File: src/sv/simu_pkg.sv
// ----------------------------------------------------------------------------
// simu_pkg
// Shared constants, types and opcodes of the strapdown IMU integrator.
// ----------------------------------------------------------------------------
package simu_pkg;

    localparam int SampleWidthDef = 16;
    localparam int QuatFracDef    = 30;
    localparam int RateScale      = 291924;
    localparam int AddrWidth      = 5;

    localparam logic [15:0] PeriodReset  = 16'd6554;
    localparam logic [19:0] GravityReset = 20'd643026;

    // Register indexes
    localparam logic [2:0] RegPeriod  = 3'd0;
    localparam logic [2:0] RegGravity = 3'd1;
    localparam logic [2:0] RegAbx     = 3'd2;
    localparam logic [2:0] RegAby     = 3'd3;
    localparam logic [2:0] RegAbz     = 3'd4;
    localparam logic [2:0] RegWbx     = 3'd5;
    localparam logic [2:0] RegWby     = 3'd6;
    localparam logic [2:0] RegWbz     = 3'd7;

    // Datapath micro-ops, one per controller state
    typedef enum logic [4:0] {
        OP_NONE  = 5'd0,
        OP_SCALE = 5'd1,   // bias, scale, swap into body frame
        OP_HALF  = 5'd2,   // half-angle step
        OP_DELTA = 5'd3,   // quaternion increment, saturate
        OP_SQSUM = 5'd4,   // sum of squares
        OP_SQRT  = 5'd5,   // one root iteration
        OP_DIV   = 5'd6,   // one divide iteration
        OP_DIVST = 5'd7,   // store quotient, next component
        OP_RMAT  = 5'd8,   // rotation matrix
        OP_ROT   = 5'd9,   // rotate vectors into nav frame
        OP_INTV  = 5'd10,  // velocity and angle integration
        OP_INTP  = 5'd11   // position integration, commit
    } t_op;

    typedef struct packed {
        t_op  op;
        logic start;
    } t_cmd;

    typedef struct packed {
        logic sqrt_done;
        logic div_done;
        logic div_last;
    } t_status;

    function automatic logic signed [63:0] sat32(input logic signed [63:0] x);
        logic signed [63:0] r;
        r = x;
        if (x > 64'sd2147483647) r = 64'sd2147483647;
        else if (x < -64'sd2147483648) r = -64'sd2147483648;
        return r;
    endfunction

    function automatic logic signed [63:0] satsym(input logic signed [63:0] x);
        logic signed [63:0] r;
        r = x;
        if (x > 64'sd2147483647) r = 64'sd2147483647;
        else if (x < -64'sd2147483647) r = -64'sd2147483647;
        return r;
    endfunction

endpackage

File: src/sv/simu_ctrl.sv
// ----------------------------------------------------------------------------
// simu_ctrl
// Sequencer: steps the datapath through one sample and runs the handshakes.
// ----------------------------------------------------------------------------
module simu_ctrl (
    input  logic                i_clk,
    input  logic                i_rst_n,
    input  logic                i_valid,
    output logic                o_stall,
    output logic                o_valid,
    input  logic                i_stall,
    input  simu_pkg::t_status   i_status,
    output simu_pkg::t_cmd      o_cmd
);

    typedef enum logic [12:0] {
        S_IDLE  = 13'b0000000000001,
        S_HALF  = 13'b0000000000010,
        S_DELTA = 13'b0000000000100,
        S_SQSUM = 13'b0000000001000,
        S_SQRT  = 13'b0000000010000,
        S_DIV   = 13'b0000000100000,
        S_DIVST = 13'b0000001000000,
        S_RMAT  = 13'b0000010000000,
        S_ROT   = 13'b0000100000000,
        S_INTV  = 13'b0001000000000,
        S_INTP  = 13'b0010000000000,
        S_OUT   = 13'b0100000000000,
        S_SCALE = 13'b1000000000000
    } t_state;

    t_state r_state, n_state;
    logic   w_acc;

    // Output register holds the result; a new beat is taken only when it is empty
    // or being drained, since the result fields are the live state registers.
    assign w_acc   = i_valid && (r_state == S_IDLE) && (!o_valid || !i_stall);
    assign o_stall = !((r_state == S_IDLE) && (!o_valid || !i_stall));

    always_comb begin
        n_state = r_state;
        o_cmd.op = simu_pkg::OP_NONE;
        o_cmd.start = 1'b0;
        unique case (r_state)
            S_IDLE: begin
                if (w_acc) begin
                    o_cmd.op = simu_pkg::OP_SCALE;
                    n_state = S_SCALE;
                end
            end
            S_SCALE: begin o_cmd.op = simu_pkg::OP_HALF;  n_state = S_HALF; end
            S_HALF:  begin o_cmd.op = simu_pkg::OP_DELTA; n_state = S_DELTA; end
            S_DELTA: begin o_cmd.op = simu_pkg::OP_SQSUM; n_state = S_SQSUM; end
            S_SQSUM: begin
                o_cmd.op = simu_pkg::OP_SQRT;
                o_cmd.start = 1'b1;
                n_state = S_SQRT;
            end
            S_SQRT: begin
                o_cmd.op = simu_pkg::OP_SQRT;
                if (i_status.sqrt_done) begin
                    o_cmd.op = simu_pkg::OP_DIV;
                    o_cmd.start = 1'b1;
                    n_state = S_DIV;
                end
            end
            S_DIV: begin
                o_cmd.op = simu_pkg::OP_DIV;
                if (i_status.div_done) begin
                    o_cmd.op = simu_pkg::OP_DIVST;
                    n_state = S_DIVST;
                end
            end
            S_DIVST: begin
                if (i_status.div_last) begin
                    o_cmd.op = simu_pkg::OP_RMAT;
                    n_state = S_RMAT;
                end else begin
                    o_cmd.op = simu_pkg::OP_DIV;
                    o_cmd.start = 1'b1;
                    n_state = S_DIV;
                end
            end
            S_RMAT:  begin o_cmd.op = simu_pkg::OP_ROT;  n_state = S_ROT; end
            S_ROT:   begin o_cmd.op = simu_pkg::OP_INTV; n_state = S_INTV; end
            S_INTV:  begin o_cmd.op = simu_pkg::OP_INTP; n_state = S_INTP; end
            S_INTP:  n_state = S_OUT;
            S_OUT:   n_state = S_IDLE;
            default: n_state = S_IDLE;
        endcase
    end

    always_ff @(posedge i_clk) begin
        if (!i_rst_n) begin
            r_state <= S_IDLE;
            o_valid <= 1'b0;
        end else begin
            r_state <= n_state;
            if (r_state == S_OUT) o_valid <= 1'b1;
            else if (!i_stall) o_valid <= 1'b0;
        end
    end

endmodule

File: config.mk
export PLATFORM = sky130hd
export DESIGN_NAME = simu_ctrl
export DESIGN_NICKNAME = d
export VERILOG_FILES = /design/src/sv/simu_pkg.sv /design/src/sv/simu_ctrl.sv
export SDC_FILE = /design/constraint.sdc
export NUM_CORES = 1
export LEC_CHECK = 0
export CORE_UTILIZATION = 53
export CTS_CLUSTER_DIAMETER = 200
export DETAILED_ROUTE_END_ITERATION = 16
export DONT_BUFFER_PORTS = 1
export GPL_TIMING_DRIVEN = 0
export PLACE_DENSITY = 0.68
export SLEW_MARGIN = 10
export SYNTH_ARGS = -nofsm -noshare
export SYNTH_HDL_FRONTEND = slang
export SYNTH_SLANG_ARGS = --single-unit
export TNS_END_PERCENT = 10
File: constraint.sdc
create_clock -name i_clk -period 2.16 [get_ports i_clk]
set_clock_uncertainty 0.1 [all_clocks]
set_input_delay 0.108 -clock i_clk [delete_from_list [all_inputs] [get_ports i_clk]]
set_output_delay 0.108 -clock i_clk [all_outputs]
set_load 0.01 [all_outputs]
; Word level (Yosys, flattened, before mapping)
; Cells that the tools add are included.
; Widths: inputs -> output; s select.
[word_totals]
register_bits = 14
latchBits = 0
ramBits = 0
mem_bits_ro = 0
inputBits = 7
output_inout_bits = 8
memories = 0
[op_classes]
addsub = 0
mul = 0
n_div = 0
n_lt_le_gt_ge = 0
eq_ne = 17
n_shift = 0
muxes = 14
bitwise = 0
reduce_logical = 8
[ops]
columns = cell, count
row1 = $pmux 13 s12, 1
row2 = $pmux 5 s11, 1
row3 = $mux 13, 3
row4 = $eq 13x1->1 const B, 1
row5 = $eq 13x10->1 const B, 1
row6 = $eq 13x11->1 const B, 1
row7 = $eq 13x12->1 const B, 1
row8 = $eq 13x13->1 const B, 1
row9 = $eq 13x2->1 const B, 1
row10 = $eq 13x3->1 const B, 1
row11 = $eq 13x4->1 const B, 1
row12 = $eq 13x5->1 const B, 1
row13 = $eq 13x6->1 const B, 1
row14 = $eq 13x7->1 const B, 1
row15 = $eq 13x8->1 const B, 1
row16 = $eq 13x9->1 const B, 1
row17 = $mux 8, 1
row18 = $ne 2x2->1 const B, 3
row19 = $mux 1, 5
row20 = $mux 4, 1
row21 = $logic_and 1x1->1, 3
row22 = $logic_not 1->1, 3
row23 = $mux 3, 1
row24 = $pmux 1 s3, 1
row25 = other kinds (3), 3

; Longest topological paths before layout
[depth]
ltp_word = 5
depth_mapped = 6
ltp_nobuf = 5

; Least setup slack after synthesis
; No wires, ideal clock.
[synth_path]
kind = flip-flop to output port
from = register r_state[2]
to = output port o_cmd[3] in the netlist's numbering
arrival_ns = 1.751
slack_ns = 0.201
stages_incl_launch_ff = 6
n_path_buf = 1
cell_sequence = dfxtp_1 -> clkbuf_1 -> nor4_2 -> or4b_2 -> a21o_1 -> nand2_1
[synth_lines]
columns = element, line_no
row1 = "start, declared", simu_ctrl.sv:32  ; t_state r_state, n_state;
row2 = "start signal, assigned", simu_ctrl.sv:98  ; r_state <= n_state;
row3 = "end, declared", simu_ctrl.sv:13  ; output simu_pkg::t_cmd o_cmd

; Worst setup path in the final report
[layout_path]
from = register r_state[12]
to = register r_state[11]
[layout_via]
elab_chain_cells = 5
[layout_rtl]
columns = element, line_no
row1 = $eq 13x1->1, "simu_ctrl.sv:37, simu_ctrl.sv:44"
row2 = $logic_and 1x1->1 (2 in a row), simu_ctrl.sv:37  ; assign w_acc = i_valid && (r_state == S_IDLE) && (!o_valid || !i_stall);
row3 = $ne 2x2->1 (no line), -
row4 = $reduce_and 3->1 (no line), -
; Parallel ways exist; a longest one is shown, timed or not.
; A chain may end at the register's enable or synchronous reset.

==> summary.md <==
| Metric | Value |
|---|---|
| Instance area at placement | approximately 980 um^2 |
| CP max FO | 5 |
| I/O Buffers | 0 |
| Initial Utilization | 0.595 |
| # Max-Cap Violations | 0 |
| WL met3 | about 240 um |
| Max-slew violation count | 0 |
| Synth Area in XOR/XNOR | 0.0369 |
| Finished Cell Area | 1210 um^2 |
| Switch Pwr | ~180 uW |
| Mapped Area | approximately 950 um^2 |
| H-Tree Depth | 1 |
| Synth top area share | 0.296 |
| Core outline area | ~1600 um^2 |
| Rows | 14 |
| Clk sink count | 14 |
| Worst path bufs/invs | 0 |
| Sequential element share of the synthesized area | 0.296 |
| # diodes | 0 |
| Final #Nets | between 100 and 150 |
| Combinational share of power | 0.258 |
| Hold_ws | 0.187 ns |
| Worst vdd ir | around 0.00036 V |
| CTS Buffer Depth | 2 |
| Die width | 44.3 um |
| TritonCTS clock tree | done |
| Wire per inst | 17.7 um |
| Status | finished, violations left |
| Async S/R FF share, synth | 0 |
| Max-Slew Margin vs Limit | 0.612 |
| Total Routing Usage GR | 0.291 |
| Die height | roughly 44 um |
| Routed WL | between 2 and 3 mm |
| Initial antenna violation count | 0 |
| First-pass GRT wire length | around 4.2 mm |
| Avg Synthesized Cell Area | 7.47 um^2 |
| GP Congestion | 0.906 |
| DRT iter0 DRCs | 42 |
| Startpoint Class | flop |
| Via count | just over 1k |
| Failing checks | negative setup slack |
| Total die area | 1960 um^2 |
| Synthesis warning total | 0 |
| Io pins | 15 |
| Antenna Nets Post-Route | 0 |
| Post-synthesis adder-cell area fraction | 0 |
| Synth Area in Simple Gates | 0.468 |
| Worst path max stage delay | 0.59 ns |
| CTS Root Cell | clkbuf_4 |
| Mux contribution to synthesized area | 0 |
| Post-synth top area cell | dfxtp_1 |
| Most numerous cell in the Yosys netlist | dfxtp_1 |
| Worst Setup Slack, final | -0.00482 ns |
| Compound-Gate Fraction of Synth Area | 0.135 |
| Kind of critical path | flop to flop |
| P_leak | 0.000452 uW |
| Setup TNS | -0.00635 ns |
| Crit path max-delay family | simple AND/OR/NAND/NOR gates |
| RSZ-0062 raised after global routing | true |
| Clock transition at path regs | around 0.08 ns |
| Met1 WL | about 1.2 mm |
| Main combinational cell family by area after synthesis | simple AND/OR/NAND/NOR gates |
| Fin crit period | between 2 and 2.5 ns |
| Peak Freq | ~0.46 GHz |
| Dpl ws | -0.0539 ns |
| Max Used Layer | met4 |
| Cell Int Power | 392 uW |
| Arr. time, crit path | about 2.2 ns |
| Synthesis-to-layout area growth | 27.4% |
| Clk pwr share | 0.258 |
| Flop and latch count out of synthesis | 14 |
| Crit-path slowest cell | or4_4 |
| HPWL after detailed placement | roughly 1.7 mm |
| Sw Share | 0.310 |
| Post-synthesis cell type count | 37 |
| TritonRoute pass-1 iters | 6 |
| Vias in the first global route | roughly 920 |
| Period utilisation layout | 1.00 |
| Total CTS buffers | 3 |
| Clk_lat worst skew | 0.28 ns |
| Reg-to-Reg Start | r_state[12] |
| Predominant post-synthesis flop cell | dfxtp_1 |
| Setup crit end kind | flop |
| Proportion of layout cells with a drive suffix above 1 | 0.299 |
| Met2 routed WL | approximately 1.4 mm |
| DRC | 0 |
| Seq pwr share | 0.484 |
| Worst EP required | roughly 2.2 ns |
| Slew at the pin with the worst max-slew slack | about 0.57 ns |
| Final Hold Vio Count | 0 |
| Largest net degree at the start of global routing | 11 |
| Hold WC Path Type | primary input to flop |
| Power Dens Cells | about 470 nW/um^2 |
| Dominant cells by area after synthesis | dfxtp_1, nor2_1, nor4_1, nand2_1, a21oi_1 |
| Top post-synthesis cells by count | dfxtp_1, nor2_1, nand2_1, a21oi_1 |
| EDFF count, synth | 0 |
| Setup Viol. Count Final | 2 |
| Post-DR vias/cell | 6.32 |
| Synth Instances | 127 |
| Worst-path cell chain | or4_4, or2_2, a21oi_1, nand2b_1, nor4_1 |
| Crit path from | r_state[12] |
| Net Count, Synth | ~130 |
| HP Start | i_status[2] |
| Overflow after GRT | 0 |
[layout make-up]
| cell class | count | area [um^2] |
|---|---|---|
| flip-flops and latches | 14 | 289 |
| multi-input cells | 99 | 714 |
| inverters | 5 | 18.8 |
| plain buffers | 4 | 31.3 |
| fillers | 107 | 385 |
| repair buffers | 12 | 103 |
| well taps | 24 | 30.0 |
| clock buffers | 3 | 22.5 |
[final timing paths]
check                                   end  slack (ns)  cells past startpoint
worst max register to register  r_state[11]      -0.005                      5
worst min register to register   r_state[9]        0.44                      2
worst max-delay path            r_state[11]      -0.005                      5
worst min-delay path             r_state[5]        0.19                      4
[registers in the layout, indices dropped and copies added (netlist names)]
signal   cells
r_state     13
o_valid      1
[power by group through the flow]
stage	registers [uW]	clock network, uW	logic, uW
4_1_cts	265	146	131
5_1_grt	276	160	155
3_5_place_dp	272	0	106
2_1_floorplan	271	0	86.2
3_3_place_gp	271	0	107
6_report	275	147	147
[cells in the final DEF, fill, tap and decap left out, types with 2 or more instances in the layout]
cell type / Yosys / final
nor4_1: 7 / 3
a31oi_1: 2 / 2
nor4_2: 1 / 3
dfxtp_2: 0 / 4
xnor2_1: 2 / 2
nand4b_1: 3 / 3
clkbuf_4: 0 / 3
a21oi_1: 8 / 7
nor4_4: 0 / 2
or4_4: 2 / 4
nor2_4: 1 / 2
nor2b_1: 5 / 5
nor2_1: 12 / 11
inv_1: 5 / 5
nor3_1: 6 / 5
a21o_1: 2 / 2
dfxtp_1: 14 / 9
buf_4: 1 / 9
o211ai_1: 2 / 2
nor3b_1: 5 / 4
dlygate4sd3_1: 0 / 5
nand3_1: 7 / 7
o21ai_0: 2 / 2
nand2_1: 11 / 10
xor2_1: 2 / 2
nand3b_1: 3 / 3
or2_2: 3 / 3
[routing by layer]
metal,vias up,track usage
li1,478,-
met1,479,0.380
met2,56,0.482
met3,4,0.0490
met4,0,0.103
met5,-,0
[worst register-to-register path, delay by kind of cell (launching register included)]
family             cells  cell delay, ns
and+or+nand+nor        4            1.26
AOI/OAI and AO/OA      1            0.37
DFF                    1            0.35
[logic make-up after synthesis]
group,count (synthesis)
AND/OR/NAND/NOR,75
other,1
buffers and inverters,14
XOR/XNOR,4
flip-flops,14
AO/OA/AOI/OAI,19
[timing repair]
item / CTS / global route
endpoints found under the hold margin: 14 / 0
endpoints found under the setup margin: 12 / 16
setup buffers: 1 / 6
pin swaps: 1 / 6
gates resized for setup: 12 / 24
hold buffers: 5 / 0
[metrics by stage]
stage	power (uW)	util	std cells
3_3_place_gp	378	0.614	151
6_report	569	0.758	161
4_1_cts	543	0.695	160
2_1_floorplan	357	-	127
5_1_grt	591	0.758	161
3_5_place_dp	378	0.614	151
Note: power is estimated with default switching activity, not from simulation.
