<file path="config.mk">
export PLATFORM = sky130hd
export DESIGN_NAME = simu_regs
export DESIGN_NICKNAME = d
export VERILOG_FILES = /design/src/sv/simu_pkg.sv /design/src/sv/simu_regs.sv
export SDC_FILE = /design/constraint.sdc
export NUM_CORES = 1
export LEC_CHECK = 0
export ABC_AREA = 1
export BUFFER_PORTS_ARGS = -buffer_cell sky130_fd_sc_hd__buf_2
export CAP_MARGIN = 30
export CORE_MARGIN = 5
export CORE_UTILIZATION = 51
export CTS_CLUSTER_DIAMETER = 40
export DETAILED_ROUTE_END_ITERATION = 12
export GPL_TIMING_DRIVEN = 0
export MAX_ROUTING_LAYER = met4
export PLACE_DENSITY = 0.81
export SLEW_MARGIN = 20
export SYNTH_ARGS = -nofsm -noshare
export SYNTH_HDL_FRONTEND = slang
export SYNTH_SLANG_ARGS = --single-unit
</file>
<file path="constraint.sdc">
create_clock -name i_clk -period 2.37 [get_ports i_clk]
set_clock_uncertainty 0.05 [all_clocks]
set_input_delay 0.474 -clock i_clk [delete_from_list [all_inputs] [get_ports i_clk]]
set_output_delay 0.474 -clock i_clk [all_outputs]
set_load 0.02 [all_outputs]
</file>
<file path="src/sv/simu_pkg.sv">
// ----------------------------------------------------------------------------
// simu_pkg
// Shared constants, types and opcodes of the strapdown IMU integrator.
// ----------------------------------------------------------------------------
package simu_pkg;

    localparam int SampleWidthDef = 16;
    localparam int QuatFracDef    = 30;
    localparam int RateScale      = 291924;
    localparam int AddrWidth      = 5;

    localparam logic [15:0] PeriodReset  = 16'd6554;
    localparam logic [19:0] GravityReset = 20'd643026;

    // Register indexes
    localparam logic [2:0] RegPeriod  = 3'd0;
    localparam logic [2:0] RegGravity = 3'd1;
    localparam logic [2:0] RegAbx     = 3'd2;
    localparam logic [2:0] RegAby     = 3'd3;
    localparam logic [2:0] RegAbz     = 3'd4;
    localparam logic [2:0] RegWbx     = 3'd5;
    localparam logic [2:0] RegWby     = 3'd6;
    localparam logic [2:0] RegWbz     = 3'd7;

    // Datapath micro-ops, one per controller state
    typedef enum logic [4:0] {
        OP_NONE  = 5'd0,
        OP_SCALE = 5'd1,   // bias, scale, swap into body frame
        OP_HALF  = 5'd2,   // half-angle step
        OP_DELTA = 5'd3,   // quaternion increment, saturate
        OP_SQSUM = 5'd4,   // sum of squares
        OP_SQRT  = 5'd5,   // one root iteration
        OP_DIV   = 5'd6,   // one divide iteration
        OP_DIVST = 5'd7,   // store quotient, next component
        OP_RMAT  = 5'd8,   // rotation matrix
        OP_ROT   = 5'd9,   // rotate vectors into nav frame
        OP_INTV  = 5'd10,  // velocity and angle integration
        OP_INTP  = 5'd11   // position integration, commit
    } t_op;

    typedef struct packed {
        t_op  op;
        logic start;
    } t_cmd;

    typedef struct packed {
        logic sqrt_done;
        logic div_done;
        logic div_last;
    } t_status;

    function automatic logic signed [63:0] sat32(input logic signed [63:0] x);
        logic signed [63:0] r;
        r = x;
        if (x > 64'sd2147483647) r = 64'sd2147483647;
        else if (x < -64'sd2147483648) r = -64'sd2147483648;
        return r;
    endfunction

    function automatic logic signed [63:0] satsym(input logic signed [63:0] x);
        logic signed [63:0] r;
        r = x;
        if (x > 64'sd2147483647) r = 64'sd2147483647;
        else if (x < -64'sd2147483647) r = -64'sd2147483647;
        return r;
    endfunction

endpackage

</file>
<file path="src/sv/simu_regs.sv">
// ----------------------------------------------------------------------------
// simu_regs
// APB configuration register file.
// ----------------------------------------------------------------------------
module simu_regs (
    input  logic                              i_clk,
    input  logic                              i_rst_n,
    input  logic                              psel,
    input  logic                              penable,
    input  logic                              pwrite,
    input  logic [simu_pkg::AddrWidth-1:0]    paddr,
    input  logic [31:0]                       pwdata,
    output logic [31:0]                       prdata,
    output logic                              pready,
    output logic        [15:0]                o_period,
    output logic        [19:0]                o_gravity,
    output logic signed [15:0]                o_abias [3],
    output logic signed [15:0]                o_wbias [3]
);

    logic [2:0] w_idx;
    assign w_idx  = paddr[4:2];
    assign pready = 1'b1;

    always_ff @(posedge i_clk) begin
        if (!i_rst_n) begin
            o_period  <= simu_pkg::PeriodReset;
            o_gravity <= simu_pkg::GravityReset;
            for (int i = 0; i < 3; i++) begin
                o_abias[i] <= '0;
                o_wbias[i] <= '0;
            end
        end else if (psel && penable && pwrite) begin
            unique case (w_idx)
                simu_pkg::RegPeriod:  o_period   <= pwdata[15:0];
                simu_pkg::RegGravity: o_gravity  <= pwdata[19:0];
                simu_pkg::RegAbx:     o_abias[0] <= pwdata[15:0];
                simu_pkg::RegAby:     o_abias[1] <= pwdata[15:0];
                simu_pkg::RegAbz:     o_abias[2] <= pwdata[15:0];
                simu_pkg::RegWbx:     o_wbias[0] <= pwdata[15:0];
                simu_pkg::RegWby:     o_wbias[1] <= pwdata[15:0];
                simu_pkg::RegWbz:     o_wbias[2] <= pwdata[15:0];
                default: ;
            endcase
        end
    end

    always_comb begin
        unique case (w_idx)
            simu_pkg::RegPeriod:  prdata = {16'd0, o_period};
            simu_pkg::RegGravity: prdata = {12'd0, o_gravity};
            simu_pkg::RegAbx:     prdata = 32'(o_abias[0]);
            simu_pkg::RegAby:     prdata = 32'(o_abias[1]);
            simu_pkg::RegAbz:     prdata = 32'(o_abias[2]);
            simu_pkg::RegWbx:     prdata = 32'(o_wbias[0]);
            simu_pkg::RegWby:     prdata = 32'(o_wbias[1]);
            simu_pkg::RegWbz:     prdata = 32'(o_wbias[2]);
            default:              prdata = '0;
        endcase
    end

endmodule

</file>
# == Yosys cells after proc, flatten, opt, wreduce, memory -nomap -nowiden ==
# Cells that the tools add are included.
# classes
eq_ne,7
mux,1
reduce_logical,11
# op_table
op,n
one-hot mux 32 bit (8 select lines),1
AND reduction 2 bit,8
equality test 3 bit (second input constant),4
equality test 3 x 2 -> 1 bit (second input constant),2
equality test 3 x 1 -> 1 bit (second input constant),1
logical NOT 3 bit,1
logical AND 1 bit,2
# totals
regBits,132
input_bits,42
out_inout_bits,165
elab_cells,27

# == Longest topological paths before layout ==
# Gate-level depths: netlist of the first run.
# logic_depth
depth_word,3
depth_mapped,8
mapped_depth_nobuf,6

# == Least setup slack after synthesis of the first run ==
# Ideal clock, no wire load.
# synth_path
path_type,input port to output port
start,in paddr[2] in the netlist's numbering
end,out prdata[21]
arrival_ns,1.774
required_ns,1.846
slack_ns,0.072
stages,7
path_buffers,3
cell_sequence,buf_2 buf_2 nand4_1 nand2_1 nor2_1 nand2_1 buf_4
# synth_via
elab_chain_cells,2
elab_cells_between_ends,9
classes_between,eq/ne: 7; mux: 1; reduce/logical: 1
# synth_lines
element,line,rtl
start: declaration,simu_regs.sv:11,"input logic [simu_pkg::AddrWidth-1:0] paddr,"
equality test 3 bit (tied with other cells),simu_regs.sv:49,unique case (w_idx)
one-hot mux 32 bit (8 select lines) (*),simu_regs.sv:49,
end: declaration,simu_regs.sv:13,"output logic [31:0] prdata,"
# Every way passes the cells marked *; elsewhere a longest branch is shown, timed or not.

# == Final worst setup path of the first run ==
# layout_path
start,in paddr[3] in the netlist's numbering
end,out prdata[1]
# Same word-level chain as after synthesis.

==> results.yml, run 1 <==
outcome:
  status: "finished clean"
worst_setup_path:
  end_kind: "primary output"
  start_kind: "primary input"
  ff2ff_path_depth: 2
  r2r-start: "o_period[6]"
  critPathMaxFanout: 10
  r2r_slack_ns: 1.61
  cp_data_required_time_ns: 1.85
  arrival_ns: 1.83
  critPathKind: "primary input to primary output"
  reg2reg_to: "o_period[6]"
power_and_ir_drop:
  p_leak_nw: 4.114
  vdd_drop_max_v: 0.0004443
  power_density_nw_per_um2: 719.8
global_route:
  grt_pass1_wl_um: 36800
  grt-ovfl-total: 0
  antenna_found_initial: 2
  grt_max_degree: 17
  grt_pass1_vias: 6599
  grt_use_total: 0.3413
clock_network:
  insertion_delay_ns: 0.43
  htree_levels: 4
  cts-buffers-inserted: 17
  tritoncts: "built"
  root_buffer: "clkbuf_16"
  cts.clk_slew.worst_paths_ns: 0.06
  clockBufferDepth: 2
  clock-sinks: 132
synth:
  ys_ff_latch: 132
  syn_inst: 904
  synth_warnings: 0
  syn_area_per_cell_um2: 6.918
  syn-cell-area_um2: 6253
  synth.net_count: 946
  seq_area_frac_synth: 0.4226
  synth.distinct_cells: 24
route:
  drtIter0Drc: 1119
  drt-total-wl_um: 24370
  vias: 7253
  wl_per_cell_um: 19.35
  drc: 0
  vias_per_cell: 5.761
  final_antenna_net_count: 0
  drt_pass1_iterations: 5
timing:
  fin_crit_ns: 2.352
  maxSlewViolCount: 0
  setup_viol: 0
  hold_viol: 0
  worst_slew_pin_slew_ns: 0.7372
  period_share: 0.9924
  worst_hold_slack_ns: 0.2065
  slew_headroom: 0.5086
  finalSetupTns_ns: 0
  clock.fmax_mhz: 425.2
cells_and_area:
  stdcell_count: 1259
  n_fill_cell: 1086
  finalInstanceArea_um2: 8079
  fin_nets: 1139
  drive_gt1_frac: 0.2757
  area_delta_synth_final_pct: 29.19
placement:
  hpwl_um: 17610
  gp_congestion: 1.021
  numPlacedInstances: 1224
  io_buffers: 173
  place_area_um2: 7303
floorplanning:
  die_y_um: 120.7
  dieArea_um2: 14580
  start_util: 0.5206
  rows: 40
  coreArea_um2: 12010
  io_pins: 207
  die_w_um: 120.7
hold_path:
  hold_path.class: "primary input to flop"
  hold_end: "o_gravity[19]"
  holdPathStages: 3
  holdCritStartpoint: "pwdata[19]"
job:
  drv_cap: 0
cells in the mapped netlist:
master,number,share of area
buf_1,9,0.0054
buf_2,25,0.020
buf_4,20,0.024
buf_6,5,0.0090
clkbuf_1,34,0.020
conb_1,1,0.00060
dfxtp_1,132,0.42
inv_1,17,0.010
inv_2,11,0.0066
inv_4,1,0.0010
nand2_1,115,0.069
nand2_2,2,0.0020
nand2_4,1,0.0018
nand3_1,57,0.046
nand3_2,1,0.0016
nand3_4,3,0.0084
nand4_1,73,0.073
nor2_1,243,0.15
nor2_2,1,0.0010
nor2_4,7,0.013
nor2_8,1,0.0032
nor3_1,32,0.026
o21ai_0,18,0.014
o21ai_1,95,0.076
stage by stage:
| stage | worst slack (ns) | power (W) | utilization |
|---|---|---|---|
| 2_1_floorplan | 0.07231 | 0.002616 | - |
| 4_1_cts | 0.01626 | 0.005784 | 0.6673 |
| 3_3_place_gp | -0.2827 | 0.002789 | 0.6080 |
| 5_1_grt | -0.01215 | 0.005954 | 0.6726 |
| 3_5_place_dp | -0.3055 | 0.002795 | 0.6080 |
| 6_report | 0.01810 | 0.005815 | 0.6726 |
sequential cells by signal (all words and copies together), names as in the netlist:
signal     count
o_wbias       48
o_gravity     20
o_period      16
o_abias       48
final cells by class:
| class | instances | area, um^2 | share of cell area |
|---|---|---|---|
| buffer | 92 | 526.8 | 0.06520 |
| inverter | 29 | 111.4 | 0.01378 |
| clock buffer | 19 | 452.9 | 0.05606 |
| antenna | 2 | 5.005 | 0.0006195 |
| timing repair buffer | 175 | 880.8 | 0.1090 |
| multi-input combinational | 650 | 3047 | 0.3771 |
| sequential | 132 | 2643 | 0.3271 |
| clock inverter | 13 | 229.0 | 0.02834 |
| tap | 147 | 183.9 | 0.02277 |
routing by layer:
layer | track usage | part of all wire | vias up | wire length (um)
met5 | - | 0 | - | 0
met4 | 0.2075 | 0.058 | 0 | 1408
met3 | 0.07063 | 0.10 | 95 | 2524
met2 | 0.4890 | 0.44 | 517 | 10670
met1 | 0.4422 | 0.40 | 3259 | 9768
li1 | - | - | 3382 | -
cell families after synthesis:
logic type             after synthesis  share of synthesized area
AND/OR/NAND/NOR                    536                     0.3898
flip-flops                         132                     0.4226
AO/OA/AOI/OAI                      113                    0.09044
buffers and inverters              122                    0.09664
other                                1                  0.0005997
how the worst max path moves through the flow:
stage / end / cells after the start / startpoint / slack [ns]
6_report: prdata[1] / 9 / paddr[3] / 0.02
5_1_grt: prdata[31] / 9 / paddr[4] / -0.01
4_1_cts: prdata[26] / 9 / paddr[4] / 0.02
3_5_place_dp: prdata[26] / 9 / paddr[4] / -0.31
3_3_place_gp: prdata[26] / 9 / paddr[4] / -0.28
2_1_floorplan: prdata[21] / 7 / paddr[2] / 0.07
power by group:
part           internal, W  switching [W]  total, W
registers          0.00225      0.0000267   0.00228
clock network      0.00202        0.00102   0.00305
logic             0.000127       0.000368  0.000495
critical path: stages:
cell	delay [ns]
buf_2	0.13
buf_6	0.17
inv_2	0.08
clkbuf_2	0.21
nand4_1	0.13
nand2_1	0.06
nor2_1	0.25
nand3_1	0.13
buf_2	0.18
timing repair:
action / CTS / global route
endpoints found under the setup margin: 27 / 26
hold buffers: 0 / 0
setup buffers: 0 / 2
pin swaps: 0 / 2
gates resized for setup: 16 / 25
cloned: 0 / 0
layout by cell type, fill, tap and decap left out, drive strengths merged:
cell type	instances
clkinv	3
inv	29
diode	2
conb	1
clkinvlp	4
nand3	61
nand2	118
bufinv	6
buf	229
clkbuf	57
o21ai	113
dfxtp	132
nor2	252
nor3	32
nand4	73
No activity file was read; power rests on OpenSTA's default activity.
==> run 2, diff against run 1 <==
Settings changed: CORE_MARGIN 5 to 2.
==> run 2 against run 1 <==
The flow now finishes with violations (negative setup slack). Final cell count fell by 0.16%. Routed wire length down 1.9%. First-iteration DRC count down 12%. Utilization is 0.76 points lower. Maximum frequency shrank 1.3%. Clock-buffer cell count rose by 2. Critical endpoint is now prdata[6]. Largest power group unchanged.
==> results.yml, run 2 (synthesized netlist as in run 1, its figures left out) <==
outcome:
  status: "finished with violations"
  violations: "negative setup slack"
power_and_ir_drop:
  p_int_w: 0.004018
  finalPower_w: 0.005403
  clkPwrFrac: 0.486
  vdd_drop_max_v: 0.0004766
  pwr-share-seq: 0.421
  swShare: 0.2563
  p_leak_nw: 4.091
  power_frac_comb: 0.093
  p_switching_w: 0.001385
  power_density_nw_per_um2: 676.4
hold_path:
  holdCritStartpoint: "pwdata[19]"
  hold_path.class: "primary input to flop"
  holdPathStages: 3
  hold_end: "o_gravity[19]"
timing:
  setup_ws_ns: -0.01323
  clock.fmax_mhz: 419.6
  slew_headroom: 0.4818
  rsz0062_at_grt: "yes"
  setup_viol: 2
  fin_crit_ns: 2.383
  finalSetupTns_ns: -0.01816
  hold_viol: 0
  period_share: 1.006
  maxSlewViolCount: 0
  worst_slew_pin_slew_ns: 0.7773
global_route:
  grt_pass1_wl_um: 35250
  grt-ovfl-total: 0
  grt_pass1_vias: 6319
  grt_use_total: 0.3700
  antenna_found_initial: 0
  grt_max_degree: 17
worst_setup_path:
  reg2reg_to: "o_abias[2]"
  end_kind: "primary output"
  ff2ff_path_depth: 2
  r2r_slack_ns: 1.60
  crit_top_cell: "buf_2"
  critPathMaxFanout: 10
  arrival_ns: 1.86
  cp_data_required_time_ns: 1.85
  slowest_stage: "nor2_1"
  path_delay_family: "buffers and inverters"
  start_kind: "primary input"
  worstPathBufferInverterCount: 5
  r2r-start: "o_abias[2]"
  critPathKind: "primary input to primary output"
  path_cells: "buf_2 -> buf_6 -> inv_2 -> clkbuf_4 -> nand4_1 -> nand2_1 -> nor2_1 -> nand3_1 -> buf_2"
  slowest_delay_ns: 0.23
cells_and_area:
  n_antenna_cell: 0
  final_common_cell: "nor2_1"
  drive_gt1_frac: 0.2766
  finalInstanceArea_um2: 7988
  largestRegisters: "o_abias: 48 flops, o_wbias: 48 flops, o_gravity: 20 flops"
  area_delta_synth_final_pct: 27.73
  stdcell_count: 1257
  fin_nets: 1140
  final_cell_mix: "nor2_1, buf_2, dfxtp_1"
route:
  vias_per_cell: 5.866
  final_antenna_net_count: 0
  drtIter0Drc: 985
  wl_per_cell_um: 19.01
  drc: 0
  vias: 7373
  drt-total-wl_um: 23900
  drt_pass1_iterations: 6
clock_network:
  root_buffer: "clkbuf_16"
  clock-sinks: 132
  tritoncts: "built"
  htree_levels: 4
  cts-buffers-inserted: 17
  ctsHoldBuffers: 0
  clockBufferDepth: 2
  cts.clk_slew.worst_paths_ns: 0.06
  insertion_delay_ns: 0.43
job:
  drv_cap: 0
placement:
  place_area_um2: 7303
  gp_congestion: 1.012
  io_buffers: 173
  hpwl_um: 16990
  numPlacedInstances: 1224
floorplanning:
  die_w_um: 114.7
  dieArea_um2: 13160
  start_util: 0.5206
  die_y_um: 114.7
  io_pins: 207
  coreArea_um2: 12010
  rows: 40
-- run 2: changes by cell type in the layout (fill, tap and decap cells not counted) --
cell,delta
buf_2,+1
buf_4,+2
bufinv_16,-4
clkbuf_2,-1
clkbuf_4,-1
clkbuf_8,+2
clkinv_2,+4
clkinv_4,-1
clkinvlp_4,-2
diode_2,-2
nor2_1,-1
nor2_2,+1
-- run 2: worst reg2reg max path: stages (launching register included) --
cell,delay (ns)
dfxtp_1,0.33
o21ai_0,0.22
nor2_1,0.06
-- run 2: layout make-up --
cell class / count / area, um^2
Clock buffer: 21 / 480.5
Timing Repair Buffer: 176 / 888.4
Tap cell: 147 / 183.9
Fill cell: 1065 / 4024
Multi-Input combinational cell: 650 / 3049
Inverter: 29 / 111.4
Buffer: 92 / 526.8
Clock inverter: 10 / 105.1
Sequential cell: 132 / 2643
-- run 2: repair_timing --
action                                  CTS  global route
setup buffers                             0             3
endpoints found under the setup margin   27            26
pin swaps                                 0             1
gates resized for setup                  17            26
-- run 2: worst max-delay path by stage --
stage | slack [ns] | startpoint | endpoint | depth (start not counted)
after floorplan | 0.07 | paddr[2] | prdata[21] | 7
after global placement | -0.29 | paddr[4] | prdata[29] | 9
after detailed placement | -0.35 | paddr[4] | prdata[31] | 9
after CTS | 0.01 | paddr[3] | prdata[1] | 9
after global routing | -0.03 | paddr[2] | prdata[10] | 8
final | -0.01 | paddr[3] | prdata[6] | 9
-- run 2: routing by layer --
layer,vias to the layer above,track usage,part of all wire
li1,3369,-,-
met1,3379,0.4882,0.40
met3,83,0.06062,0.11
met2,542,0.5503,0.45
met5,-,-,0
met4,0,0.1871,0.044
-- run 2: through the flow --
| step | utilization | worst slack [ns] | hold slack (ns) |
|---|---|---|---|
| after floorplan | - | 0.07231 | 0.5032 |
| after global placement | 0.6080 | -0.2915 | 0.4115 |
| after detailed placement | 0.6080 | -0.3505 | 0.4176 |
| after CTS | 0.6597 | 0.01047 | 0.2054 |
| after global routing | 0.6650 | -0.02723 | 0.2341 |
| final | 0.6650 | -0.01323 | 0.2051 |
-- run 2: power groups by stage --
stage | Clock (W) | Combinational (W) | Sequential, W
floorplan | 0 | 0.000265 | 0.00235
global placement | 0 | 0.000466 | 0.00232
detailed placement | 0 | 0.000471 | 0.00232
CTS | 0.00261 | 0.000475 | 0.00227
global route | 0.00271 | 0.000528 | 0.00228
finish | 0.00263 | 0.000501 | 0.00228
